**src/hw/rtl/hrhv_pkg.sv**
```systemverilog
// ----------------------------------------------------------------------------
// hrhv_pkg
// Shared types, codes and character constants of the request head validator.
// ----------------------------------------------------------------------------
package hrhv_pkg;

  localparam int SPACE_HOLD_DEPTH = 16;
  localparam int SPACE_IDX_W = (SPACE_HOLD_DEPTH > 1) ? $clog2(SPACE_HOLD_DEPTH) : 1;
  localparam int SPACE_CNT_W = $clog2(SPACE_HOLD_DEPTH + 1);

  localparam logic [7:0] CH_CR    = 8'h0D;
  localparam logic [7:0] CH_NL    = 8'h0A;
  localparam logic [7:0] CH_SPACE = 8'h20;
  localparam logic [7:0] CH_QUEST = 8'h3F;
  localparam logic [7:0] CH_COLON = 8'h3A;
  localparam logic [7:0] CH_DASH  = 8'h2D;
  localparam logic [7:0] CH_UNDER = 8'h5F;

  localparam logic [2:0] VERSION_HEAD_LEN = 3'd5;
  localparam logic [2:0] VERSION_OK       = 3'd6;
  localparam logic [2:0] VERSION_BAD      = 3'd7;

  localparam logic [3:0] KIND_METHOD  = 4'd0;
  localparam logic [3:0] KIND_PATH    = 4'd1;
  localparam logic [3:0] KIND_QUERY   = 4'd2;
  localparam logic [3:0] KIND_VERSION = 4'd3;
  localparam logic [3:0] KIND_NAME    = 4'd4;
  localparam logic [3:0] KIND_VALUE   = 4'd5;
  localparam logic [3:0] KIND_HEADEND = 4'd6;
  localparam logic [3:0] KIND_BODY    = 4'd7;
  localparam logic [3:0] KIND_STATUS  = 4'd8;

  localparam logic [2:0] ERR_NONE     = 3'd0;
  localparam logic [2:0] ERR_EMPTY    = 3'd1;
  localparam logic [2:0] ERR_REQLINE  = 3'd2;
  localparam logic [2:0] ERR_METHOD   = 3'd3;
  localparam logic [2:0] ERR_VERSION  = 3'd4;
  localparam logic [2:0] ERR_FORMAT   = 3'd5;
  localparam logic [2:0] ERR_NAME     = 3'd6;
  localparam logic [2:0] ERR_OVERFLOW = 3'd7;

  typedef enum logic [1:0] {
    PH_LINE = 2'd0,
    PH_HEAD = 2'd1,
    PH_BODY = 2'd2,
    PH_HALT = 2'd3
  } phase_t;

  typedef enum logic [2:0] {
    OP_NONE = 3'd0,
    OP_CR   = 3'd1,
    OP_MAIN = 3'd2,
    OP_FIN  = 3'd3,
    OP_STAT = 3'd4
  } op_t;

  typedef struct packed {
    logic [7:0] data_byte;
    logic       end_of_message;
    logic       no_byte;
  } req_word_t;

  typedef struct packed {
    logic [7:0] out_byte;
    logic [3:0] part_kind;
    logic [2:0] status_code;
    logic       final_item;
  } res_word_t;

  typedef struct packed {
    logic load;
    op_t  op;
  } dp_cmd_t;

  typedef struct packed {
    logic done;
    logic return_held;
    logic line_active;
    logic end_of_message;
  } dp_status_t;

  // Expected bytes of the version prefix.
  function automatic logic [7:0] version_head(input logic [2:0] idx);
    logic [7:0] c;
    case (idx)
      3'd0: c = 8'h48;
      3'd1: c = 8'h54;
      3'd2: c = 8'h54;
      3'd3: c = 8'h50;
      3'd4: c = 8'h2F;
      default: c = 8'h00;
    endcase
    return c;
  endfunction

endpackage

```
**src/hw/rtl/http_request_head_validator.sv**
```systemverilog
// ----------------------------------------------------------------------------
// http_request_head_validator
// Splits a raw request into tagged parts and reports the first format error.
// ----------------------------------------------------------------------------
// One word is taken at a time. A word carrying a byte is accepted and then
// processed, after a held carriage return is replayed when needed and after
// any held value whitespace bytes are emitted ahead of a value byte. The end
// of a request adds the closing checks and the status word.
// Every result goes through a single output register, so a stalled output
// holds the sequencer in place; the whitespace store holds 16 bytes.
module http_request_head_validator (
  input  logic                clk,
  input  logic                rst,
  input  logic                req_valid,
  output logic                req_stall,
  input  hrhv_pkg::req_word_t req_word,
  output logic                res_valid,
  input  logic                res_stall,
  output hrhv_pkg::res_word_t res_word
);
  import hrhv_pkg::*;

  dp_cmd_t    cmd;
  dp_status_t status;

  hrhv_ctrl u_ctrl (
    .clk       (clk),
    .rst       (rst),
    .req_valid (req_valid),
    .req_word  (req_word),
    .req_stall (req_stall),
    .cmd       (cmd),
    .status    (status)
  );

  hrhv_dp u_dp (
    .clk       (clk),
    .rst       (rst),
    .req_word  (req_word),
    .cmd       (cmd),
    .status    (status),
    .res_valid (res_valid),
    .res_stall (res_stall),
    .res_word  (res_word)
  );

endmodule

```
**src/hw/rtl/hrhv_ctrl.sv**
```systemverilog
// ----------------------------------------------------------------------------
// hrhv_ctrl
// Sequencer: accepts a word and steps the datapath through its operations.
// ----------------------------------------------------------------------------
module hrhv_ctrl (
  input  logic               clk,
  input  logic               rst,
  input  logic               req_valid,
  input  hrhv_pkg::req_word_t req_word,
  output logic               req_stall,
  output hrhv_pkg::dp_cmd_t  cmd,
  input  hrhv_pkg::dp_status_t status
);
  import hrhv_pkg::*;

  typedef enum logic [4:0] {
    S_IDLE = 5'b00001,
    S_CR   = 5'b00010,
    S_MAIN = 5'b00100,
    S_FIN  = 5'b01000,
    S_STAT = 5'b10000
  } state_t;

  state_t state, state_next;
  logic   accept;

  assign req_stall = (state != S_IDLE);
  assign accept    = req_valid && (state == S_IDLE);

  always_comb begin
    state_next = state;
    cmd.load   = accept;
    cmd.op     = OP_NONE;
    case (state)
      S_IDLE: begin
        if (accept) begin
          if (req_word.no_byte) begin
            state_next = req_word.end_of_message ? S_FIN : S_IDLE;
          end else if (status.return_held && status.line_active &&
                       (req_word.data_byte != CH_NL)) begin
            // A held carriage return that is not followed by a newline is
            // replayed as an ordinary byte first.
            state_next = S_CR;
          end else begin
            state_next = S_MAIN;
          end
        end
      end
      S_CR: begin
        cmd.op = OP_CR;
        if (status.done) state_next = S_MAIN;
      end
      S_MAIN: begin
        cmd.op = OP_MAIN;
        if (status.done) state_next = status.end_of_message ? S_FIN : S_IDLE;
      end
      S_FIN: begin
        cmd.op = OP_FIN;
        if (status.done) state_next = S_STAT;
      end
      S_STAT: begin
        cmd.op = OP_STAT;
        if (status.done) state_next = S_IDLE;
      end
      default: state_next = S_IDLE;
    endcase
  end

  always_ff @(posedge clk) begin
    if (rst) begin
      state <= S_IDLE;
    end else begin
      state <= state_next;
    end
  end

endmodule

```
**src/hw/rtl/hrhv_dp.sv**
```systemverilog
// ----------------------------------------------------------------------------
// hrhv_dp
// Datapath: parser state, held whitespace store and the output register.
// ----------------------------------------------------------------------------
module hrhv_dp (
  input  logic                 clk,
  input  logic                 rst,
  input  hrhv_pkg::req_word_t  req_word,
  input  hrhv_pkg::dp_cmd_t    cmd,
  output hrhv_pkg::dp_status_t status,
  output logic                 res_valid,
  input  logic                 res_stall,
  output hrhv_pkg::res_word_t  res_word
);
  import hrhv_pkg::*;

  typedef struct packed {
    phase_t                 phase;
    logic [1:0]             token_index;
    logic                   inside_token;
    logic                   method_all_upper;
    logic                   past_question_mark;
    logic [2:0]             version_prefix_count;
    logic                   return_held;
    logic                   line_has_bytes;
    logic                   colon_found;
    logic                   header_name_good;
    logic                   value_begun;
    logic [SPACE_CNT_W-1:0] space_count;
    logic [2:0]             first_error;
    logic                   any_byte_seen;
  } pstate_t;

  typedef struct packed {
    pstate_t   s;
    logic      em;
    res_word_t o;
    logic      wr;
  } step_t;

  localparam pstate_t PSTATE_RESET = '{
    phase: PH_LINE, token_index: 2'd0, inside_token: 1'b0,
    method_all_upper: 1'b1, past_question_mark: 1'b0,
    version_prefix_count: 3'd0, return_held: 1'b0, line_has_bytes: 1'b0,
    colon_found: 1'b0, header_name_good: 1'b1, value_begun: 1'b0,
    space_count: '0, first_error: ERR_NONE, any_byte_seen: 1'b0};

  function automatic logic is_white(input logic [7:0] b);
    return (b == CH_SPACE) || (b >= 8'h09 && b <= 8'h0D);
  endfunction

  function automatic logic is_name_char(input logic [7:0] b);
    return (b >= 8'h30 && b <= 8'h39) || (b >= 8'h41 && b <= 8'h5A) ||
           (b >= 8'h61 && b <= 8'h7A) || b == CH_DASH || b == CH_UNDER;
  endfunction

  function automatic pstate_t raise_err(input pstate_t s, input logic [2:0] code);
    pstate_t r;
    r = s;
    if (r.first_error == ERR_NONE) r.first_error = code;
    r.phase = PH_HALT;
    return r;
  endfunction

  function automatic res_word_t mk(input logic [7:0] b, input logic [3:0] k);
    res_word_t o;
    o.out_byte    = b;
    o.part_kind   = k;
    o.status_code = ERR_NONE;
    o.final_item  = 1'b0;
    return o;
  endfunction

  function automatic step_t line_byte(input pstate_t s, input logic [7:0] b);
    step_t r;
    logic  skip;
    r    = '0;
    r.s  = s;
    skip = 1'b0;
    if (s.phase == PH_LINE) begin
      r.s.line_has_bytes = 1'b1;
      if (is_white(b)) begin
        r.s.inside_token = 1'b0;
      end else begin
        if (!s.inside_token) begin
          if (s.token_index == 2'd3) begin
            skip = 1'b1;
          end else begin
            r.s.token_index  = s.token_index + 2'd1;
            r.s.inside_token = 1'b1;
          end
        end
        if (!skip) begin
          if (r.s.token_index == 2'd1) begin
            if (!(b >= 8'h41 && b <= 8'h5A)) r.s.method_all_upper = 1'b0;
            r.em = 1'b1;
            r.o  = mk(b, KIND_METHOD);
          end else if (r.s.token_index == 2'd2) begin
            if (!s.past_question_mark && b == CH_QUEST) begin
              r.s.past_question_mark = 1'b1;
            end else begin
              r.em = 1'b1;
              r.o  = mk(b, s.past_question_mark ? KIND_QUERY : KIND_PATH);
            end
          end else begin
            if (s.version_prefix_count < VERSION_HEAD_LEN) begin
              r.s.version_prefix_count = (b == version_head(s.version_prefix_count))
                  ? s.version_prefix_count + 3'd1 : VERSION_BAD;
            end else if (s.version_prefix_count == VERSION_HEAD_LEN) begin
              r.s.version_prefix_count = VERSION_OK;
            end
            r.em = 1'b1;
            r.o  = mk(b, KIND_VERSION);
          end
        end
      end
    end else if (s.phase == PH_HEAD) begin
      if (!s.colon_found) begin
        if (b == CH_COLON) begin
          r.s.colon_found = 1'b1;
          if (!s.line_has_bytes || !s.header_name_good) r.s = raise_err(r.s, ERR_NAME);
          r.s.line_has_bytes = 1'b1;
        end else begin
          r.s.line_has_bytes = 1'b1;
          if (!is_name_char(b)) r.s.header_name_good = 1'b0;
          r.em = 1'b1;
          r.o  = mk(b, KIND_NAME);
        end
      end else begin
        r.s.line_has_bytes = 1'b1;
        if (is_white(b)) begin
          if (s.value_begun) begin
            if (s.space_count >= SPACE_CNT_W'(SPACE_HOLD_DEPTH)) begin
              r.s = raise_err(r.s, ERR_OVERFLOW);
            end else begin
              r.wr          = 1'b1;
              r.s.space_count = s.space_count + SPACE_CNT_W'(1);
            end
          end
        end else begin
          // Held whitespace has already been flushed ahead of this byte.
          r.s.value_begun = 1'b1;
          r.s.space_count = '0;
          r.em = 1'b1;
          r.o  = mk(b, KIND_VALUE);
        end
      end
    end
    return r;
  endfunction

  function automatic step_t end_line(input pstate_t s);
    step_t r;
    r   = '0;
    r.s = s;
    if (s.phase == PH_LINE) begin
      if (s.token_index != 2'd3)               r.s = raise_err(r.s, ERR_REQLINE);
      else if (!s.method_all_upper)            r.s = raise_err(r.s, ERR_METHOD);
      else if (s.version_prefix_count != VERSION_OK) r.s = raise_err(r.s, ERR_VERSION);
      else                                     r.s.phase = PH_HEAD;
    end else if (s.phase == PH_HEAD) begin
      if (!s.line_has_bytes) begin
        r.em      = 1'b1;
        r.o       = mk(8'h00, KIND_HEADEND);
        r.s.phase = PH_BODY;
      end else if (!s.colon_found) begin
        r.s = raise_err(r.s, ERR_FORMAT);
      end
    end
    r.s.line_has_bytes   = 1'b0;
    r.s.inside_token     = 1'b0;
    r.s.colon_found      = 1'b0;
    r.s.header_name_good = 1'b1;
    r.s.value_begun      = 1'b0;
    r.s.space_count      = '0;
    return r;
  endfunction

  pstate_t                ps;
  step_t                  nx;
  pstate_t                tmp;
  logic [7:0]             byte_q;
  logic                   eom_q;
  logic [7:0]             sym;
  logic [SPACE_CNT_W-1:0] fidx;
  logic [7:0]             space_store [SPACE_HOLD_DEPTH];
  logic                   out_free;
  logic                   op_active;
  logic                   need_flush;
  logic                   flushing;

  assign op_active = (cmd.op != OP_NONE);
  assign out_free  = !res_valid || !res_stall;
  assign sym       = (cmd.op == OP_CR) ? CH_CR : byte_q;

  assign need_flush = ((cmd.op == OP_CR) || (cmd.op == OP_MAIN)) &&
                      (ps.phase == PH_HEAD) && ps.colon_found && !is_white(sym) &&
                      !(cmd.op == OP_MAIN && (byte_q == CH_CR || byte_q == CH_NL));
  assign flushing   = need_flush && (fidx < ps.space_count);

  assign status.done           = op_active && out_free && !flushing;
  assign status.return_held    = ps.return_held;
  assign status.line_active    = (ps.phase == PH_LINE) || (ps.phase == PH_HEAD);
  assign status.end_of_message = eom_q;

  always_comb begin
    nx  = '0;
    nx.s = ps;
    tmp = ps;
    case (cmd.op)
      OP_CR: begin
        tmp = ps;
        tmp.return_held = 1'b0;
        nx = line_byte(tmp, CH_CR);
      end
      OP_MAIN: begin
        if (ps.phase == PH_BODY) begin
          nx.em = 1'b1;
          nx.o  = mk(byte_q, KIND_BODY);
          nx.s.line_has_bytes = (byte_q != CH_NL);
        end else if (ps.phase != PH_HALT) begin
          tmp = ps;
          tmp.return_held = (byte_q == CH_CR);
          if (byte_q == CH_NL)      nx = end_line(tmp);
          else if (byte_q == CH_CR) nx.s = tmp;
          else                      nx = line_byte(tmp, byte_q);
        end
      end
      OP_FIN: begin
        if (!ps.any_byte_seen) begin
          nx.s = raise_err(ps, ERR_EMPTY);
        end else if (ps.phase == PH_LINE ||
                     (ps.phase == PH_HEAD && (ps.line_has_bytes || ps.return_held))) begin
          tmp = ps;
          tmp.return_held = 1'b0;
          nx = end_line(tmp);
        end else if (ps.phase == PH_BODY && ps.line_has_bytes) begin
          nx.em = 1'b1;
          nx.o  = mk(CH_NL, KIND_BODY);
        end
      end
      OP_STAT: begin
        nx.s  = PSTATE_RESET;
        nx.em = 1'b1;
        nx.o.out_byte    = 8'h00;
        nx.o.part_kind   = KIND_STATUS;
        nx.o.status_code = ps.first_error;
        nx.o.final_item  = 1'b1;
      end
      default: nx.s = ps;
    endcase
  end

  always_ff @(posedge clk) begin
    if (rst) begin
      ps        <= PSTATE_RESET;
      fidx      <= '0;
      res_valid <= 1'b0;
    end else begin
      if (res_valid && !res_stall) res_valid <= 1'b0;
      if (cmd.load && !req_word.no_byte) ps.any_byte_seen <= 1'b1;
      if (op_active && out_free) begin
        if (flushing) begin
          res_valid <= 1'b1;
          fidx      <= fidx + SPACE_CNT_W'(1);
        end else begin
          ps   <= nx.s;
          fidx <= '0;
          if (nx.em) res_valid <= 1'b1;
        end
      end
    end
  end

  always_ff @(posedge clk) begin
    if (cmd.load) begin
      byte_q <= req_word.data_byte;
      eom_q  <= req_word.end_of_message;
    end
    if (op_active && out_free) begin
      if (flushing) begin
        res_word <= mk(space_store[fidx[SPACE_IDX_W-1:0]], KIND_VALUE);
      end else begin
        if (nx.em) res_word <= nx.o;
        if (nx.wr) space_store[ps.space_count[SPACE_IDX_W-1:0]] <= sym;
      end
    end
  end

endmodule

```
**config.mk**
```make
export PLATFORM = sky130hd
export DESIGN_NAME = http_request_head_validator
export DESIGN_NICKNAME = d
export VERILOG_FILES = /design/src/hw/rtl/hrhv_pkg.sv /design/src/hw/rtl/http_request_head_validator.sv /design/src/hw/rtl/hrhv_ctrl.sv /design/src/hw/rtl/hrhv_dp.sv
export SDC_FILE = /design/constraint.sdc
export NUM_CORES = 1
export LEC_CHECK = 0
export CELL_PAD_IN_SITES_DETAIL_PLACEMENT = 1
export CELL_PAD_IN_SITES_GLOBAL_PLACEMENT = 2
export CORE_ASPECT_RATIO = 1.25
export CORE_MARGIN = 5
export CORE_UTILIZATION = 45
export CTS_CLUSTER_SIZE = 30
export DETAILED_ROUTE_END_ITERATION = 16
export DONT_BUFFER_PORTS = 1
export MAX_ROUTING_LAYER = met4
export PLACE_DENSITY = 0.9
export SYNTH_ARGS = -nofsm -noshare
export SYNTH_HDL_FRONTEND = slang
export SYNTH_SLANG_ARGS = --single-unit
```
**constraint.sdc**
```tcl
create_clock -name clk -period 4.8 [get_ports clk]
set_clock_uncertainty 0.1 [all_clocks]
set_input_delay 0.96 -clock clk [delete_from_list [all_inputs] [get_ports clk]]
set_output_delay 0.96 -clock clk [all_outputs]
set_load 0.1 [all_outputs]
```
==> results of run 1 <==
-- stage by stage --
step / instances / hold slack, ns / power (mW) / setup WS, ns / area, um^2
floorplan: 754 / 0.341 / 2.71 / 1.59 / 9440
global placement: 988 / 0.352 / 2.95 / 0.941 / 9660
detailed placement: 988 / 0.365 / 2.98 / 0.672 / 9660
CTS: 1020 / 0.383 / 4.40 / 0.749 / 10300
global route: 1020 / 0.390 / 4.56 / 0.545 / 10300
finish: 1020 / 0.385 / 4.39 / 0.718 / 10300
-- path summary, 6_finish.rpt --
path                            endpoint  slack (ns)  cells after the start
setup / recovery  u_dp.space_store[1][4]        0.72                      7
hold / removal               u_dp.ps[10]        0.39                      1
setup reg to reg  u_dp.space_store[1][4]        0.72                      7
hold reg to reg              u_dp.ps[10]        0.39                      1
-- cell usage after synthesis (7+ instances only) --
master / number / area, um^2
o21ai_0: 25 / 125
nor2_1: 53 / 199
nand2_1: 60 / 225
nand3_1: 24 / 120
dfxtp_1: 39 / 781
and2_1: 10 / 62.6
nand4_1: 7 / 43.8
o211ai_1: 9 / 67.6
buf_2: 13 / 65.1
xor2_1: 7 / 61.3
clkbuf_1: 30 / 113
edfxtp_1: 152 / 4560
nor3_1: 29 / 145
nor2b_1: 9 / 56.3
and3_1: 7 / 43.8
o22ai_1: 7 / 43.8
nor4_1: 10 / 62.6
nand2b_1: 8 / 50.1
mux4_2: 40 / 901
a21oi_1: 35 / 175
a211oi_1: 9 / 67.6
ha_1: 15 / 188
inv_1: 19 / 71.3
o31ai_1: 7 / 52.6
-- report_power, final --
part / internal [mW] / switching, mW / total [mW]
sequential: 1.93 / 0.136 / 2.07
clock: 0.746 / 0.684 / 1.43
combinational: 0.260 / 0.629 / 0.889
-- metal layers --
metal / vias to the layer above / wire [um] / global-route usage, %
met1: 3314 / 10200 / 26.2
li1: 2905 / - / -
met5: - / 0 / -
met3: 80 / 1100 / 3.26
met4: 0 / 1500 / 12.8
met2: 241 / 14000 / 40.6
-- area by class of cell --
cell class	count	area, um^2	share of cell area (%)
repair buffers	12	110	1.07
inverters	20	75.1	0.732
multi-input cells	491	3790	36.9
flip-flops and latches	191	5350	52.1
well taps	274	343	3.34
clock buffers	18	429	4.18
clock inverters	14	169	1.65
-- flip-flops by register name (all words and copies together) (netlist names), named ones only --
| name | flops |
|---|---|
| u_ctrl.state | 5 |
| u_dp.byte_q | 8 |
| u_dp.eom_q | 1 |
| u_dp.fidx | 5 |
| u_dp.ps | 23 |
| u_dp.res_valid | 1 |
| u_dp.res_word | 15 |
| u_dp.space_store | 128 |
| u_dp.status | 1 |
-- critical path, cell delays in order, from the launching register on --
cell and delay [ns]:
edfxtp_1 0.58, or3_4 0.47, or4_1 0.63, nand4_4 0.19
nor3_4 0.15, nor4_4 0.44, nand2_1 0.21, nor3_1 0.93
-- logic make-up after synthesis --
family	synth area share [%]
simple gates	15.1
mux	9.86
xor+xnor	0.742
compound gates	12.4
fa+ha+maj	1.99
buf+inv	3.23
flops	56.6
==> results.py, run 1 <==
metrics = {
    "sta": {
        "hold_viol_final": 0,
        "slew_headroom_pct": 20.9,
        "clock.fmax_ghz": 0.245,
        "setup_tns_ns": 0,
        "timing.final.crit_share_pct": 85.0,
        "finalSetupViolCount": 0,
        "finalCriticalPeriod_ns": 4.08,
        "max_slew.worst_pin.slew_ns": 1.18,
        "rsz0062_at_grt": "false",
        "finalMaxSlewViolations": 0,
    },
    "synth": {
        "yosys_warnings": 0,
        "synthesis.area_um2": 9440,
        "ys_seq_elements": 191,
        "syn_inst": 754,
        "synth_edf_count": 152,
        "synth_cell_types": 83,
        "synth-seq-area-share_pct": 56.6,
        "syn_nets": 783,
        "avgSynthCellArea_um2": 12.5,
        "ys.flop_type": "edfxtp_1",
        "postSynth.asyncResetShare_pct": 0,
    },
    "grt": {
        "track_usage_pct": 23.4,
        "antenna_found_initial": 0,
        "grt_pass1_wl_um": 41300,
        "grt_max_degree": 33,
        "grt_overflow_total": 0,
        "grt_pass1_vias": 6908,
    },
    "floorplanning": {
        "num_rows": 59,
        "die_area_um2": 24000,
        "core_area_um2": 20700,
        "ios": 32,
        "chipHeight_um": 172,
        "start_util_pct": 45.5,
        "dieWidth_um": 140,
    },
    "final_layout": {
        "nFillCells": 2080,
        "drive_gt1_share_pct": 14.3,
        "final_cell_mix": "edfxtp_1, nand2_1, nor2_1, mux4_2, dfxtp_1",
        "area_growth_pct": 8.71,
        "utilization_pct": 49.5,
        "final_nets": 762,
        "diodes": 0,
        "final_common_cell": "edfxtp_1",
    },
    "worst_setup_path": {
        "arrival_ns": 4.03,
        "critPathRequiredTime_ns": 4.75,
        "critical_path_class": "flop to flop",
        "endpoint_kind": "flop",
        "setup.worst_path.start": "u_dp.byte_q[4]",
        "timing.rr.start": "u_dp.byte_q[4]",
        "worst_setup_path_start_kind": "flop",
        "critPathMaxFanout": 23,
    },
    "clock_tree": {
        "postCtsHoldBufs": 0,
        "cts_buffers": 17,
        "cts_root_buf": "clkbuf_16",
        "worstSkewPairLatency_ns": 0.43,
        "cts_sinks": 191,
        "cts_setup_buffers": 0,
        "cts_tree": "built",
        "cts_resized": 0,
        "htreeDepth": 4,
        "cts.path.max_buffers": 2,
        "path_clk_slew_ns": 0.08,
    },
    "place": {
        "dp.final_hpwl_um": 19700,
        "gp_congestion": 0.895,
        "portBuffers": 0,
    },
    "detailed_routing": {
        "first_pass_iters": 5,
        "viasPerCell": 6.41,
        "vias": 6540,
        "final_antenna_net_count": 0,
        "drt-initial-drc-count": 586,
        "drc_errors": 0,
        "totalWireLength_um": 26800,
        "routedWlPerCell_um": 26.3,
    },
    "power": {
        "leakagePower_nw": 3.21,
        "vdd_ir_drop_max_uv": 289,
        "p_per_area_nw_per_um2": 428,
    },
    "min_path": {
        "min_from": "u_dp.ps[10]",
        "min_path_type": "flop to flop",
    },
    "run": {
        "max_cap_violations": 0,
    },
    "run_status": {
        "status": "finished, final reports clean",
    },
}
Power figures use the tool's default switching activity.
==> run 2: changes to the inputs <==
--- a/config.mk
+++ b/config.mk
@@ -11,3 +11,3 @@
 export CORE_MARGIN = 5
-export CORE_UTILIZATION = 45
+export CORE_UTILIZATION = 48
 export CTS_CLUSTER_SIZE = 30
@@ -16,3 +16,3 @@
 export MAX_ROUTING_LAYER = met4
-export PLACE_DENSITY = 0.9
+export PLACE_DENSITY = 0.94
 export SYNTH_ARGS = -nofsm -noshare
==> constraint.sdc (replaced) <==
create_clock -name clk -period 4.8 [get_ports clk]
set_clock_uncertainty 0.1 [all_clocks]
set_input_delay 0.48 -clock clk [delete_from_list [all_inputs] [get_ports clk]]
set_output_delay 0.48 -clock clk [all_outputs]
set_load 0.1 [all_outputs]
==> results.py, run 2 (synthesis gave the netlist of run 1 again) <==
metrics = {
    "run_status": {
        "status": "finished, final reports clean",
    },
    "clock_tree": {
        "cts_sinks": 191,
        "cts_buffers": 17,
        "path_clk_slew_ns": 0.08,
        "cts_root_buf": "clkbuf_16",
        "worstSkewPairLatency_ns": 0.44,
        "cts.path.max_buffers": 2,
        "cts_tree": "built",
        "htreeDepth": 4,
    },
    "sta": {
        "finalMaxSlewViolations": 0,
        "timing.final.crit_share_pct": 85.1,
        "rsz0062_at_grt": "false",
        "setup_tns_ns": 0,
        "hold_viol_final": 0,
        "finalSetupViolCount": 0,
        "clock.fmax_ghz": 0.245,
        "finalCriticalPeriod_ns": 4.09,
        "slew_headroom_pct": 15.0,
        "max_slew.worst_pin.slew_ns": 1.27,
    },
    "worst_setup_path": {
        "critPathRequiredTime_ns": 4.75,
        "critical-path-max-stage-delay_ns": 0.96,
        "arrival_ns": 4.03,
        "critical_path_class": "flop to flop",
        "worst_setup_path_start_kind": "flop",
        "cpMaxStageDelayCell": "nor3_1",
        "critPathMaxFanout": 23,
        "path_cells": "or3_4 -> or4_1 -> nand4_4 -> nor3_4 -> nor4_4 -> nand2_1 -> nor3_1",
        "endpoint_kind": "flop",
    },
    "detailed_routing": {
        "viasPerCell": 6.51,
        "totalWireLength_um": 26600,
        "first_pass_iters": 5,
        "drc_errors": 0,
        "final_antenna_net_count": 0,
        "routedWlPerCell_um": 26.3,
        "vias": 6581,
        "drt-initial-drc-count": 611,
    },
    "final_layout": {
        "drive_gt1_share_pct": 14.3,
        "final_cell_mix": "edfxtp_1, nand2_1, nor2_1, mux4_2, dfxtp_1",
        "area_growth_pct": 9.14,
        "final_common_cell": "edfxtp_1",
        "diodes": 0,
        "utilization_pct": 53.1,
        "final_nets": 762,
        "largest_register_ffs": 128,
    },
    "place": {
        "dp.final_hpwl_um": 19200,
        "gp_congestion": 0.927,
        "portBuffers": 0,
    },
    "power": {
        "p_per_area_nw_per_um2": 433,
        "vdd_ir_drop_max_uv": 279,
        "leakagePower_nw": 3.24,
    },
    "grt": {
        "grt_pass1_wl_um": 40900,
        "grt_pass1_vias": 6917,
        "grt_overflow_total": 0,
        "track_usage_pct": 24.7,
        "antenna_found_initial": 0,
        "grt_max_degree": 33,
    },
    "floorplanning": {
        "ios": 32,
        "num_rows": 57,
        "die_area_um2": 22600,
        "dieWidth_um": 135,
        "chipHeight_um": 167,
        "core_area_um2": 19400,
        "start_util_pct": 48.7,
    },
    "run": {
        "max_cap_violations": 0,
    },
    "min_path": {
        "min_path_type": "input port to flop",
    },
}
==> run 2: changes by cell type in the layout (fill, tap and decap cells not counted), sizes merged <==
cell,previous run,this run
clkinv,6,4
clkbuf,18,17
clkinvlp,1,0
bufinv,1,0
inv,26,31
buf,12,11
dlygate4sd3,0,1
==> run 2: routing by layer <==
layer | part of all wire (%) | GRT usage, %
met5 | 0 | -
met4 | 5.5 | 13.2
met3 | 4.0 | 3.95
met2 | 53 | 41.9
met1 | 38 | 27.7
==> run 2: worst max-delay path, delay by kind of cell (launching register included) <==
| kind | cells | cell delay (ns) |
|---|---|---|
| AND/OR/NAND/NOR | 7 | 3.01 |
| flip-flops | 1 | 0.57 |
==> run 2: worst paths after layout <==
path	start	endpoint	slack, ns	cells past startpoint
min	rst	u_dp.ps[21]	0.02	1
max	u_dp.byte_q[4]	u_dp.space_store[1][0]	0.71	7
min reg2reg	u_dp.fidx[0]	flop	0.44	2
max reg2reg	u_dp.byte_q[4]	u_dp.space_store[1][0]	0.71	7
==> run 2: per-stage QoR <==
stage,cell area (um^2),power (mW),cells,hold WS [ns],worst slack [ns]
CTS,10300,4.47,1010,0.000622,0.718
global route,10300,4.64,1011,0.00224,0.429
global placement,9650,2.93,978,0.353,0.954
finish,10300,4.46,1011,0.0230,0.715
detailed placement,9650,2.98,978,0.372,0.642
floorplan,9440,2.71,754,0.341,1.59
==> run 2: what timing repair did <==
item / in CTS / in global routing
endpoints found under the hold margin: 0 / 4
hold buffers: 0 / 1
resized for setup: 0 / 0
buffers inserted: 0 / 0
==> run 2: cell type report <==
type | instances | area [um^2]
clock buffers | 17 | 425
clock inverters | 15 | 223
fillers | 1950 | 9090
inverters | 20 | 75.1
multi-input cells | 491 | 3790
flip-flops and latches | 191 | 5350
well taps | 265 | 332
repair buffers | 12 | 113
==> run 2: report_power, final <==
part | internal (mW) | switching, mW
registers | 1.93 | 0.136
logic | 0.258 | 0.632
clock network | 0.745 | 0.760
